===== config.mk =====
export PLATFORM = sky130hd
export DESIGN_NAME = earliest_free_server_assign
export DESIGN_NICKNAME = d
export VERILOG_FILES = /design/src/hw/rtl/efsa_pkg.sv /design/src/hw/rtl/efsa_ram.sv /design/src/hw/rtl/efsa_rank.sv /design/src/hw/rtl/earliest_free_server_assign.sv
export SDC_FILE = /design/constraint.sdc
export NUM_CORES = 1
export LEC_CHECK = 0
export ABC_AREA = 1
export BUFFER_PORTS_ARGS = -buffer_cell sky130_fd_sc_hd__buf_2
export CAP_MARGIN = 20
export CORE_AREA = 2 2 371 226
export DETAILED_ROUTE_END_ITERATION = 16
export DIE_AREA = 0 0 373 228
export PLACE_DENSITY = 0.64
export SLEW_MARGIN = 20
export SYNTH_ARGS = -nofsm -noshare
export SYNTH_HDL_FRONTEND = slang
export SYNTH_HIERARCHICAL = 1
export SYNTH_SLANG_ARGS = --single-unit

===== constraint.sdc =====
create_clock -name clock -period 7.5 [get_ports clock]
set_input_delay 1.5 -clock clock [delete_from_list [all_inputs] [get_ports clock]]
set_output_delay 1.5 -clock clock [all_outputs]
set_load 0.01 [all_outputs]

===== src/hw/rtl/efsa_pkg.sv =====
// Shared types and constants for the earliest free server assignment block.
package efsa_pkg;

   localparam int SERVER_W = 5;
   localparam int SERVICE_W = 16;
   localparam int FREE_W = 32;
   localparam int MAX_SERVERS_DEFAULT = 16;
   localparam logic [SERVER_W-1:0] NUM_SERVERS_RESET = 5'd1;

   typedef enum logic [1:0] {
      ST_IDLE,
      ST_SCAN,
      ST_UPDATE
   } state_type;

   typedef struct packed {
      logic clear;
      logic read;
      logic write;
   } ram_ctrl_type;

   typedef struct packed {
      logic start;
      logic sample;
   } rank_ctrl_type;

endpackage


===== src/hw/rtl/efsa_ram.sv =====
// Server free time memory with per-entry valid bits; an entry that is not valid reads as zero.
module efsa_ram #(
   parameter int DEPTH = efsa_pkg::MAX_SERVERS_DEFAULT,
   parameter int IDX_W = (DEPTH > 1) ? $clog2(DEPTH) : 1
) (
   input  logic                       clock,
   input  logic                       reset,
   input  efsa_pkg::ram_ctrl_type     ctrl,
   input  logic [IDX_W-1:0]           rd_addr,
   input  logic [IDX_W-1:0]           wr_addr,
   input  logic [efsa_pkg::FREE_W-1:0] wr_data,
   output logic [efsa_pkg::FREE_W-1:0] rd_data
);

   logic [efsa_pkg::FREE_W-1:0] mem [DEPTH];
   logic [DEPTH-1:0]            valid_ff;
   logic [efsa_pkg::FREE_W-1:0] rd_data_ff;
   logic                        rd_valid_ff;

   always_ff @(posedge clock) begin
      if (reset) begin
         valid_ff <= '0;
      end else if (ctrl.clear) begin
         valid_ff <= '0;
      end else if (ctrl.write) begin
         valid_ff[wr_addr] <= 1'b1;
      end
   end

   always_ff @(posedge clock) begin
      if (ctrl.write) begin
         mem[wr_addr] <= wr_data;
      end
      if (ctrl.read) begin
         rd_data_ff  <= mem[rd_addr];
         rd_valid_ff <= valid_ff[rd_addr];
      end
   end

   assign rd_data = rd_valid_ff ? rd_data_ff : '0;

endmodule


===== src/hw/rtl/efsa_rank.sv =====
// Shared compare unit that keeps the smallest and second smallest free time seen in a scan.
module efsa_rank #(
   parameter int IDX_W = 4
) (
   input  logic                        clock,
   input  logic                        reset,
   input  efsa_pkg::rank_ctrl_type     ctrl,
   input  logic [efsa_pkg::FREE_W-1:0] smp_value,
   input  logic [IDX_W-1:0]            smp_index,
   output logic [efsa_pkg::FREE_W-1:0] best_value,
   output logic [IDX_W-1:0]            best_index,
   output logic [efsa_pkg::FREE_W-1:0] second_value,
   output logic [IDX_W-1:0]            second_index,
   output logic                        second_ok
);

   logic                        have_ff, have_in;
   logic                        sec_ok_ff, sec_ok_in;
   logic [efsa_pkg::FREE_W-1:0] best_v_ff, best_v_in;
   logic [IDX_W-1:0]            best_i_ff, best_i_in;
   logic [efsa_pkg::FREE_W-1:0] sec_v_ff, sec_v_in;
   logic [IDX_W-1:0]            sec_i_ff, sec_i_in;

   // Samples arrive in rising index order, so an equal value never displaces a held one.
   always_comb begin
      have_in   = have_ff;
      sec_ok_in = sec_ok_ff;
      best_v_in = best_v_ff;
      best_i_in = best_i_ff;
      sec_v_in  = sec_v_ff;
      sec_i_in  = sec_i_ff;
      priority if (ctrl.start) begin
         have_in   = 1'b0;
         sec_ok_in = 1'b0;
      end else if (ctrl.sample && !have_ff) begin
         have_in   = 1'b1;
         best_v_in = smp_value;
         best_i_in = smp_index;
      end else if (ctrl.sample && (smp_value < best_v_ff)) begin
         sec_ok_in = 1'b1;
         sec_v_in  = best_v_ff;
         sec_i_in  = best_i_ff;
         best_v_in = smp_value;
         best_i_in = smp_index;
      end else if (ctrl.sample && (!sec_ok_ff || (smp_value < sec_v_ff))) begin
         sec_ok_in = 1'b1;
         sec_v_in  = smp_value;
         sec_i_in  = smp_index;
      end
   end

   always_ff @(posedge clock) begin
      if (reset) begin
         have_ff   <= 1'b0;
         sec_ok_ff <= 1'b0;
      end else begin
         have_ff   <= have_in;
         sec_ok_ff <= sec_ok_in;
      end
   end

   always_ff @(posedge clock) begin
      best_v_ff <= best_v_in;
      best_i_ff <= best_i_in;
      sec_v_ff  <= sec_v_in;
      sec_i_ff  <= sec_i_in;
   end

   assign best_value   = best_v_ff;
   assign best_index   = best_i_ff;
   assign second_value = sec_v_ff;
   assign second_index = sec_i_ff;
   assign second_ok    = sec_ok_ff;

endmodule


===== src/hw/rtl/earliest_free_server_assign.sv =====
// Top level of the earliest free server assignment block.
//
// A request carries a service time and a first-of-case flag. The block
// picks the server with the smallest free time among servers 1 to
// num_servers, lowest number on ties, adds the service time to it
// (holding at the top of the 32-bit range and flagging saturation) and
// returns the assigned server and the server the next request would get.
// The first-of-case flag clears every free time before the assignment.
// num_servers is written through csr_write_en and csr_write_data; the
// user must write it only while the block is idle; the block itself
// does not enforce this. 0 acts as 1 and values above MAX_SERVERS act as
// MAX_SERVERS. For a request, the free time memory is read one server
// per cycle into a single compare unit, then the chosen server is
// updated; a new request is not accepted until that update is done.
// A response waits in an output register while rsp_stall is high; the
// update of the next request holds until that register is free.
// Reset clears all free times at once and sets num_servers to 1.
module earliest_free_server_assign #(
   parameter int MAX_SERVERS = efsa_pkg::MAX_SERVERS_DEFAULT
) (
   input  logic                           clock,
   input  logic                           reset,
   input  logic                           req_valid,
   output logic                           req_stall,
   input  logic [efsa_pkg::SERVICE_W-1:0] req_service_time,
   input  logic                           req_first_of_case,
   output logic                           rsp_valid,
   input  logic                           rsp_stall,
   output logic [efsa_pkg::SERVER_W-1:0]  rsp_assigned_server,
   output logic [efsa_pkg::SERVER_W-1:0]  rsp_next_free_server,
   output logic                           rsp_saturated,
   input  logic                           csr_write_en,
   input  logic [efsa_pkg::SERVER_W-1:0]  csr_write_data
);

   localparam int IDX_W = (MAX_SERVERS > 1) ? $clog2(MAX_SERVERS) : 1;
   localparam int CNT_W = $clog2(MAX_SERVERS + 1);

   efsa_pkg::state_type          state_ff, state_in;
   logic [CNT_W-1:0]             cnt_ff, cnt_in;
   logic [CNT_W-1:0]             n_eff;
   logic [IDX_W-1:0]             rd_idx_ff;
   logic [efsa_pkg::SERVER_W-1:0] num_ff;
   logic [efsa_pkg::SERVICE_W-1:0] svc_ff;
   logic                         rsp_valid_ff, rsp_valid_in;
   logic [efsa_pkg::SERVER_W-1:0] rsp_asg_ff;
   logic [efsa_pkg::SERVER_W-1:0] rsp_nxt_ff;
   logic                         rsp_sat_ff;

   logic                         req_accept;
   logic                         out_free;
   logic                         load_rsp;
   efsa_pkg::ram_ctrl_type       ram_ctrl;
   efsa_pkg::rank_ctrl_type      rank_ctrl;
   logic [efsa_pkg::FREE_W-1:0]  rd_data;

   logic [efsa_pkg::FREE_W-1:0]  best_value;
   logic [IDX_W-1:0]             best_index;
   logic [efsa_pkg::FREE_W-1:0]  second_value;
   logic [IDX_W-1:0]             second_index;
   logic                         second_ok;

   logic [efsa_pkg::FREE_W:0]    sum;
   logic                         sat;
   logic [efsa_pkg::FREE_W-1:0]  new_value;
   logic [IDX_W-1:0]             next_index;
   logic [IDX_W:0]               asg_num;
   logic [IDX_W:0]               nxt_num;

   always_comb begin
      priority if (num_ff == '0) begin
         n_eff = CNT_W'(1);
      end else if (int'(num_ff) > MAX_SERVERS) begin
         n_eff = CNT_W'(MAX_SERVERS);
      end else begin
         n_eff = CNT_W'(num_ff);
      end
   end

   assign req_accept = req_valid && !req_stall;
   assign out_free   = !rsp_valid_ff || !rsp_stall;
   assign load_rsp   = (state_ff == efsa_pkg::ST_UPDATE) && out_free;

   // Next state.
   always_comb begin
      state_in = state_ff;
      cnt_in   = cnt_ff;
      unique case (state_ff)
         efsa_pkg::ST_IDLE: begin
            cnt_in = '0;
            if (req_accept) begin
               state_in = efsa_pkg::ST_SCAN;
            end
         end
         efsa_pkg::ST_SCAN: begin
            cnt_in = CNT_W'(cnt_ff + 1'b1);
            if (cnt_ff == n_eff) begin
               state_in = efsa_pkg::ST_UPDATE;
            end
         end
         efsa_pkg::ST_UPDATE: begin
            if (out_free) begin
               state_in = efsa_pkg::ST_IDLE;
            end
         end
         default: begin
            state_in = efsa_pkg::ST_IDLE;
         end
      endcase
   end

   // Outputs of the sequencer.
   always_comb begin
      req_stall        = 1'b1;
      ram_ctrl         = '0;
      rank_ctrl        = '0;
      unique case (state_ff)
         efsa_pkg::ST_IDLE: begin
            req_stall       = 1'b0;
            ram_ctrl.clear  = req_accept && req_first_of_case;
            rank_ctrl.start = req_accept;
         end
         efsa_pkg::ST_SCAN: begin
            ram_ctrl.read    = (cnt_ff < n_eff);
            rank_ctrl.sample = (cnt_ff != '0);
         end
         efsa_pkg::ST_UPDATE: begin
            ram_ctrl.write = out_free;
         end
         default: begin
            req_stall = 1'b1;
         end
      endcase
   end

   assign sum       = {1'b0, best_value} + (efsa_pkg::FREE_W + 1)'(svc_ff);
   assign sat       = sum[efsa_pkg::FREE_W];
   assign new_value = sat ? '1 : sum[efsa_pkg::FREE_W-1:0];

   always_comb begin
      if (second_ok && ((second_value < new_value) ||
                        ((second_value == new_value) && (second_index < best_index)))) begin
         next_index = second_index;
      end else begin
         next_index = best_index;
      end
   end

   assign asg_num = {1'b0, best_index} + 1'b1;
   assign nxt_num = {1'b0, next_index} + 1'b1;

   always_comb begin
      rsp_valid_in = rsp_valid_ff;
      priority if (load_rsp) begin
         rsp_valid_in = 1'b1;
      end else if (rsp_valid_ff && !rsp_stall) begin
         rsp_valid_in = 1'b0;
      end
   end

   always_ff @(posedge clock) begin
      if (reset) begin
         state_ff     <= efsa_pkg::ST_IDLE;
         cnt_ff       <= '0;
         num_ff       <= efsa_pkg::NUM_SERVERS_RESET;
         rsp_valid_ff <= 1'b0;
      end else begin
         state_ff     <= state_in;
         cnt_ff       <= cnt_in;
         rsp_valid_ff <= rsp_valid_in;
         if (csr_write_en) begin
            num_ff <= csr_write_data;
         end
      end
   end

   always_ff @(posedge clock) begin
      rd_idx_ff <= cnt_ff[IDX_W-1:0];
      if (req_accept) begin
         svc_ff <= req_service_time;
      end
      if (load_rsp) begin
         rsp_asg_ff <= efsa_pkg::SERVER_W'(asg_num);
         rsp_nxt_ff <= efsa_pkg::SERVER_W'(nxt_num);
         rsp_sat_ff <= sat;
      end
   end

   efsa_ram #(
      .DEPTH (MAX_SERVERS),
      .IDX_W (IDX_W)
   ) u_ram (
      .clock   (clock),
      .reset   (reset),
      .ctrl    (ram_ctrl),
      .rd_addr (cnt_ff[IDX_W-1:0]),
      .wr_addr (best_index),
      .wr_data (new_value),
      .rd_data (rd_data)
   );

   efsa_rank #(
      .IDX_W (IDX_W)
   ) u_rank (
      .clock        (clock),
      .reset        (reset),
      .ctrl         (rank_ctrl),
      .smp_value    (rd_data),
      .smp_index    (rd_idx_ff),
      .best_value   (best_value),
      .best_index   (best_index),
      .second_value (second_value),
      .second_index (second_index),
      .second_ok    (second_ok)
   );

   assign rsp_valid            = rsp_valid_ff;
   assign rsp_assigned_server  = rsp_asg_ff;
   assign rsp_next_free_server = rsp_nxt_ff;
   assign rsp_saturated        = rsp_sat_ff;

endmodule

==> results.py, run 1 <==
metrics = {
    "run_status": {
        "status": "completed",
    },
    "clock_tree": {
        "cts_tree": "built",
        "cts_resized": 0,
        "clock_latency_ns": 0.63,
        "cts_hold_buf": 0,
        "cts-htree-levels": 2,
        "clkSinkCount": 679,
        "cts_setup_buffers": 0,
        "cts-root-buf": "clkbuf_16",
        "clockBufferDepth": 3,
        "cts_buffers": 58,
        "cts.clk_slew.worst_paths_ns": 0.07,
    },
    "finish": {
        "nFillCells": 7700,
        "stdcell_count": 4435,
        "antennaDiodeCount": 0,
        "drive_above_1_share_pct": 7.209,
        "area_growth_syn_to_layout_pct": 9.470,
        "layout.nets": 3449,
        "post-route-util_pct": 43.14,
    },
    "floorplan": {
        "fp-row-count": 82,
        "die_x_um": 373,
        "start_util_pct": 39.41,
        "die_h_um": 228,
        "coreArea_um2": 82180,
        "boundaryPins": 40,
        "die_area_um2": 85040,
    },
    "yosys": {
        "async_flop_share_pct": 0,
        "syn-num-nets": 3446,
        "synth_seq_cells": 679,
        "synth_area_per_cell_um2": 9.825,
        "synthXorXnorAreaFrac_pct": 0.5139,
        "netlist.area_leader.share_pct": 59.71,
        "synth_top_family_by_area": "simple AND/OR/NAND/NOR gates",
        "muxShareOfSynthArea_pct": 0,
        "synth_cell_type_count": 47,
        "yosysWarnings": 6,
        "yosys.area_share.simple_pct": 20.40,
        "synth_seq_area_share_pct": 61.88,
        "synthAdderAreaFrac_pct": 4.775,
        "synth_area_um2": 32380,
        "yosysTopAreaCell": "edfxtp_1",
        "ys.flop_type": "edfxtp_1",
        "synth-edff-count": 644,
        "synthesis.instances": 3296,
        "ys_top_cells_by_area": "edfxtp_1, nand2_1, inv_1",
        "synth_compound_area_share_pct": 3.099,
    },
    "global_routing": {
        "grt_usage_pct": 18.65,
        "grt_pass1_vias": 20310,
        "grt_pass1_wl_mm": 123.1,
        "grt_max_degree": 188,
        "overflow": 0,
        "antenna_found_initial": 0,
    },
    "pwr": {
        "powerDensity_nw_per_um2": 237.0,
        "p_clk_share_pct": 35.1,
        "switching_power_mw": 2.177,
        "sequentialPowerShare_pct": 52.4,
        "fin_total_pwr_mw": 8.401,
        "p_int_mw": 6.224,
        "ir_worst_vdd_mv": 0.1885,
        "switching_share_pct": 25.91,
        "comb_power_share_pct": 12.5,
        "leakage_nw": 15.37,
    },
    "drt": {
        "met1_length_mm": 38.65,
        "final_antenna_net_count": 0,
        "top_layer_used": "met4",
        "dr_total_vias": 21850,
        "drt_wl_total_mm": 80.29,
        "routed_via_density": 4.926,
        "drc": 0,
        "wl_per_cell_um": 18.10,
        "wl_met2_mm": 33.49,
        "initialDrtViolationCount": 2181,
        "wl_met3_mm": 6.810,
        "drt_pass1_iterations": 6,
    },
    "worst_setup_path": {
        "slowest_stage": "nand3_1",
        "path_delay_family": "simple AND/OR/NAND/NOR gates",
        "end_kind": "register",
        "crit_buf_inv": 3,
        "max_stage_delay_ns": 0.59,
        "cp_data_arrival_time_ns": 5.42,
        "r2r-start": "u_rank/best_value[0]",
        "worstSetupStartpointType": "register",
        "crit_start": "u_rank/best_value[0]",
        "cp_max_fo": 17,
        "cp_data_required_time_ns": 7.88,
        "cpMostUsedCell": "nand2_1",
        "path_class": "register to register",
    },
    "place": {
        "dp_slack_ns": 2.547,
        "place_inst": 4330,
        "io_buffers": 39,
        "dp_hpwl_mm": 46.46,
        "routabilityCongestion": 0.8791,
    },
    "timing": {
        "tightest_slew_ns": 1.172,
        "timing.final.crit_period_ns": 5.034,
        "clock_skew_ns": 0.02669,
        "maxSlewHeadroom_pct": 21.87,
        "layout_setup_ws_ns": 2.466,
        "max_freq_ghz": 0.1986,
        "timing_hold_violations_final": 0,
        "fin_setup_tns_ns": 0,
        "fin_crit_sh_pct": 67.12,
        "maxSlewViolCount": 0,
        "rsz0062_at_grt": "no",
        "finalSetupViolations": 0,
    },
    "run": {
        "drv_cap": 0,
    },
    "worst_hold_path": {
        "hold_path.class": "register to register",
        "hold_path_startpoint": "cnt_ff[2]",
    },
}
power groups by stage:
stage               registers [mW]  logic [mW]  clock network, mW
floorplan                     4.46       0.742                  0
global placement              4.49        1.03                  0
detailed placement            4.49        1.04                  0
CTS                           4.41        1.05               3.01
global route                  4.41        1.18               3.15
finish                        4.41        1.05               2.95
cell usage in the layout (no fill, tap or decap), types with 14 or more instances in the layout:
cell | netlist | routed
nand2_1 | 950 | 950
nor3_1 | 18 | 17
edfxtp_1 | 644 | 644
nor2_4 | 9 | 15
ha_1 | 122 | 122
inv_1 | 617 | 605
o21ai_0 | 28 | 28
o21ai_2 | 29 | 29
clkbuf_1 | 15 | 15
buf_2 | 83 | 39
dfxtp_1 | 35 | 31
nand4_1 | 14 | 14
xor2_1 | 14 | 14
buf_4 | 1 | 25
nand3_1 | 432 | 432
nor2_1 | 109 | 103
clkbuf_16 | 0 | 59
a21oi_1 | 78 | 76
inv_2 | 13 | 22
layer usage:
metal	GRT usage, %	vias to the layer above
met2	26.96	730
met1	28.81	10330
met5	0	-
li1	-	10680
met3	3.905	106
met4	3.557	0
kinds of logic after synthesis:
kind of cell,after synthesis
AOI/OAI and AO/OA,165
xor gates and xnor gates,19
and+or+nand+nor,1556
DFF,679
buffers and inverters,754
adders and majority gates,123
final cells by class:
cell class,instances,area (um^2),area share (%)
Tap cell,1092,1366,3.854
Multi-Input combinational cell,1863,9404,26.53
Sequential cell,679,20050,56.56
Clock buffer,78,1588,4.479
Timing Repair Buffer,67,450.4,1.271
Clock inverter,26,215.2,0.6070
Inverter,630,2376,6.702
metrics by stage:
stage	hold slack [ns]	instance area [um^2]
finish	0.4099	35450
global route	0.4092	35450
CTS	0.4058	35420
detailed placement	0.3881	33620
global placement	0.3846	33620
floorplan	0.4005	32380
cells in the mapped netlist (13+ instances only):
library cell / number
dfxtp_1: 35
inv_2: 13
nor2_1: 109
nand4_1: 14
o21ai_0: 28
clkbuf_1: 15
buf_1: 15
nand3_1: 432
o21ai_2: 29
inv_1: 617
nor3_1: 18
buf_2: 83
xor2_1: 14
a21oi_1: 78
ha_1: 122
edfxtp_1: 644
nand2_1: 950
worst paths after layout:
path | to | slack (ns) | depth (start not counted)
min | rd_idx_ff[2] | 0.41 | 0
max reg2reg | rsp_next_free_server[2] | 2.47 | 30
min reg2reg | rd_idx_ff[2] | 0.41 | 0
max | rsp_next_free_server[2] | 2.47 | 30
state kept, by name, indices dropped and copies added (netlist names), 16 cells and up:
register and cells:
svc_ff 16, u_rank/best_value 32, u_rank/second_value 32, u_ram/valid_ff 16, u_ram/rd_data_ff 32, u_ram/mem 512
Power figures use the tool's default switching activity.
==> inputs of run 2 (changes only) <==
--- a/config.mk
+++ b/config.mk
@@ -5,13 +5,13 @@
 export SDC_FILE = /design/constraint.sdc
 export NUM_CORES = 1
 export LEC_CHECK = 0
-export ABC_AREA = 1
+export ABC_AREA = 0
 export BUFFER_PORTS_ARGS = -buffer_cell sky130_fd_sc_hd__buf_2
 export CAP_MARGIN = 20
-export CORE_AREA = 2 2 371 226
+export CORE_AREA = 2 2 354 216
 export DETAILED_ROUTE_END_ITERATION = 16
-export DIE_AREA = 0 0 373 228
-export PLACE_DENSITY = 0.64
+export DIE_AREA = 0 0 356 218
+export PLACE_DENSITY = 0.67
 export SLEW_MARGIN = 20
 export SYNTH_ARGS = -nofsm -noshare
 export SYNTH_HDL_FRONTEND = slang
==> constraint.sdc (replaced) <==
create_clock -name clock -period 4 [get_ports clock]
set_input_delay 0.8 -clock clock [delete_from_list [all_inputs] [get_ports clock]]
set_output_delay 0.8 -clock clock [all_outputs]
set_load 0.01 [all_outputs]
==> results.py, run 2 <==
metrics = {
    "floorplan": {
        "fp-row-count": 78,
        "die_x_um": 356,
        "die_h_um": 218,
        "die_area_um2": 77610,
        "start_util_pct": 39.64,
        "boundaryPins": 40,
        "coreArea_um2": 74560,
    },
    "global_routing": {
        "use_met1_pct": 27.45,
        "overflow": 0,
        "met3_usage_pct": 3.598,
        "antenna_found_initial": 4,
        "grt_max_degree": 137,
        "grt_pass1_vias": 16540,
        "grt_usage_pct": 18.26,
        "grt_pass1_wl_mm": 105.7,
        "grt_use_met2_pct": 27.82,
        "top_usage_layer": "met2",
    },
    "pwr": {
        "ir_worst_vdd_mv": 0.4088,
        "powerDensity_nw_per_um2": 437.8,
        "comb_power_share_pct": 9.2,
        "leakage_nw": 12.15,
        "switching_share_pct": 22.54,
        "sequentialPowerShare_pct": 52.9,
        "p_clk_share_pct": 37.9,
        "p_int_mw": 11.80,
        "fin_total_pwr_mw": 15.23,
        "switching_power_mw": 3.433,
    },
    "clock_tree": {
        "clock_latency_ns": 0.63,
        "clockBufferDepth": 3,
        "cts-root-buf": "clkbuf_16",
        "cts_buffers": 56,
        "cts.clk_slew.worst_paths_ns": 0.07,
        "cts-htree-levels": 2,
        "clkSinkCount": 679,
        "cts_tree": "built",
    },
    "timing": {
        "rsz0062_at_grt": "yes",
        "fin_setup_tns_ns": -1.538,
        "fin_hold_ws_ns": 0.3551,
        "finalSetupViolations": 5,
        "maxSlewViolCount": 0,
        "max_freq_ghz": 0.2246,
        "clock_skew_ns": 0.03342,
        "maxSlewHeadroom_pct": 22.43,
        "layout_setup_ws_ns": -0.4516,
        "timing_hold_violations_final": 0,
        "fin_crit_sh_pct": 111.3,
        "tightest_slew_ns": 1.164,
        "timing.final.crit_period_ns": 4.452,
    },
    "yosys": {
        "yosysTopAreaCell": "edfxtp_1",
        "synth_area_um2": 29550,
        "synth_cell_type_count": 79,
        "yosys.cell_count.top_type": "edfxtp_1",
        "synthesis.instances": 1712,
        "ys.flop_type": "edfxtp_1",
        "syn-num-nets": 1862,
        "synth_seq_area_share_pct": 67.80,
        "yosysWarnings": 6,
        "synth-edff-count": 644,
        "async_flop_share_pct": 0,
        "netlist.area_leader.share_pct": 65.43,
        "synth_seq_cells": 679,
        "ys_top_cells_by_area": "edfxtp_1, mux4_2, ha_1",
        "synth_area_per_cell_um2": 17.26,
        "yosys-top-cells-count": "edfxtp_1, ha_1, mux4_2",
    },
    "place": {
        "io_buffers": 39,
        "routabilityCongestion": 0.9049,
        "place_inst": 2871,
        "dp_hpwl_mm": 44.07,
        "dp_slack_ns": -0.7377,
    },
    "worst_setup_path": {
        "end_kind": "register",
        "reg2reg_slack_ns": -0.45,
        "path_class": "register to register",
        "worstSetupStartpointType": "register",
        "cp_max_fo": 6,
        "cp_data_arrival_time_ns": 4.82,
        "cp_data_required_time_ns": 4.37,
    },
    "finish": {
        "stdcell_count": 2992,
        "final_common_cell": "edfxtp_1",
        "top_register": "u_ram/mem",
        "layout.nets": 2094,
        "largest_reg_flops": 512,
        "drive_above_1_share_pct": 28.59,
        "mostFrequentLayoutCells": "edfxtp_1, buf_4, ha_1",
        "area_growth_syn_to_layout_pct": 17.72,
    },
    "drt": {
        "drc": 0,
        "routed_via_density": 5.511,
        "final_antenna_net_count": 0,
        "drt_pass1_iterations": 6,
        "dr_total_vias": 16490,
        "drt_wl_total_mm": 71.06,
        "wl_per_cell_um": 23.75,
        "initialDrtViolationCount": 1649,
    },
    "run": {
        "drv_cap": 0,
    },
    "run_status": {
        "violations": "setup timing",
        "status": "finished, violations left",
    },
    "worst_hold_path": {
        "hold_path.class": "input port to register",
    },
}
## run 2: cell count changes in the layout (fill, tap and decap cells not counted), moves of 21 or more
cell     change
a22oi_1     +66
nand2_1    -862
o21a_1      +21
nor2_1      -68
inv_2       -21
and2_1      +36
a21oi_1     -33
inv_1      -507
o21ai_2     -26
nand3_1    -413
mux4_2     +103
buf_4      +154
mux4_1      +29
## run 2: repair_timing
action | in CTS | in global routing
resized for setup | 18 | 37
hold buffers | 0 | 0
cloned | 0 | 0
endpoints found under the setup margin | 5 | 5
buffers inserted | 9 | 6
pin swaps | 11 | 26
## run 2: cells by family after synthesis
kind of cell	count (synthesis)	share of synthesized area (%)
fa+ha+maj	123	5.233
flops	679	67.80
xor+xnor	26	0.7705
simple gates	310	5.389
buf+inv	159	2.731
compound gates	235	5.605
mux	180	12.47
## run 2: through the flow
stage	instance area (um^2)	util, %
final	34790	46.66
after global routing	34790	46.65
after CTS	34550	46.34
after detailed placement	32460	43.54
after global placement	32460	43.54
after floorplan	29800	-
## run 2: layer usage
metal / wire length (um) / share of wire [%]
met1: 32930 / 46
met2: 31860 / 45
met3: 5203 / 7.3
met4: 1056 / 1.5
met5: 8 / 0.011
## run 2: power by group through the flow
stage	sequential [mW]	clock, mW	combinational, mW
floorplan	8.19	0	0.830
global placement	8.20	0	1.29
detailed placement	8.21	0	1.34
CTS	8.05	5.88	1.37
global route	8.06	6.17	1.53
finish	8.05	5.77	1.41
## run 2: final timing paths
path,startpoint,endpoint,cells past startpoint
worst max register to register,u_rank/best_value[9],rsp_next_free_server[4],20
worst min register to register,rd_idx_ff[0],u_rank/best_index[0],0
worst min-delay path,req_service_time[3],svc_ff[3],1
worst max-delay path,u_rank/best_value[9],rsp_next_free_server[4],20
## run 2: final cells by class
cell class                 count  area [um^2]
inverter                      99        371.6
multi-input combinational    874         9366
tap                         1000         1251
fill                        6337        39770
antenna                        2        5.005
timing repair buffer         234         1824
sequential                   679        20050
clock buffer                  71         1539
clock inverter                33        386.6
## run 2: critical path, cell delays in order, from the launching register on
cell and delay (ns):
edfxtp_1 0.45, ha_4 0.34, buf_4 0.12, nand4_1 0.13, a21oi_2 0.20, a211oi_4 0.09
buf_12 0.15, a211oi_1 0.42, buf_4 0.20, xnor2_2 0.13, nor2b_1 0.21, ha_1 0.27
a21oi_1 0.16, o21ai_0 0.17, nand2_1 0.11, o211ai_1 0.15, a22oi_4 0.34, nor2_2 0.06
a21o_1 0.19, ha_4 0.17, a21boi_2 0.15
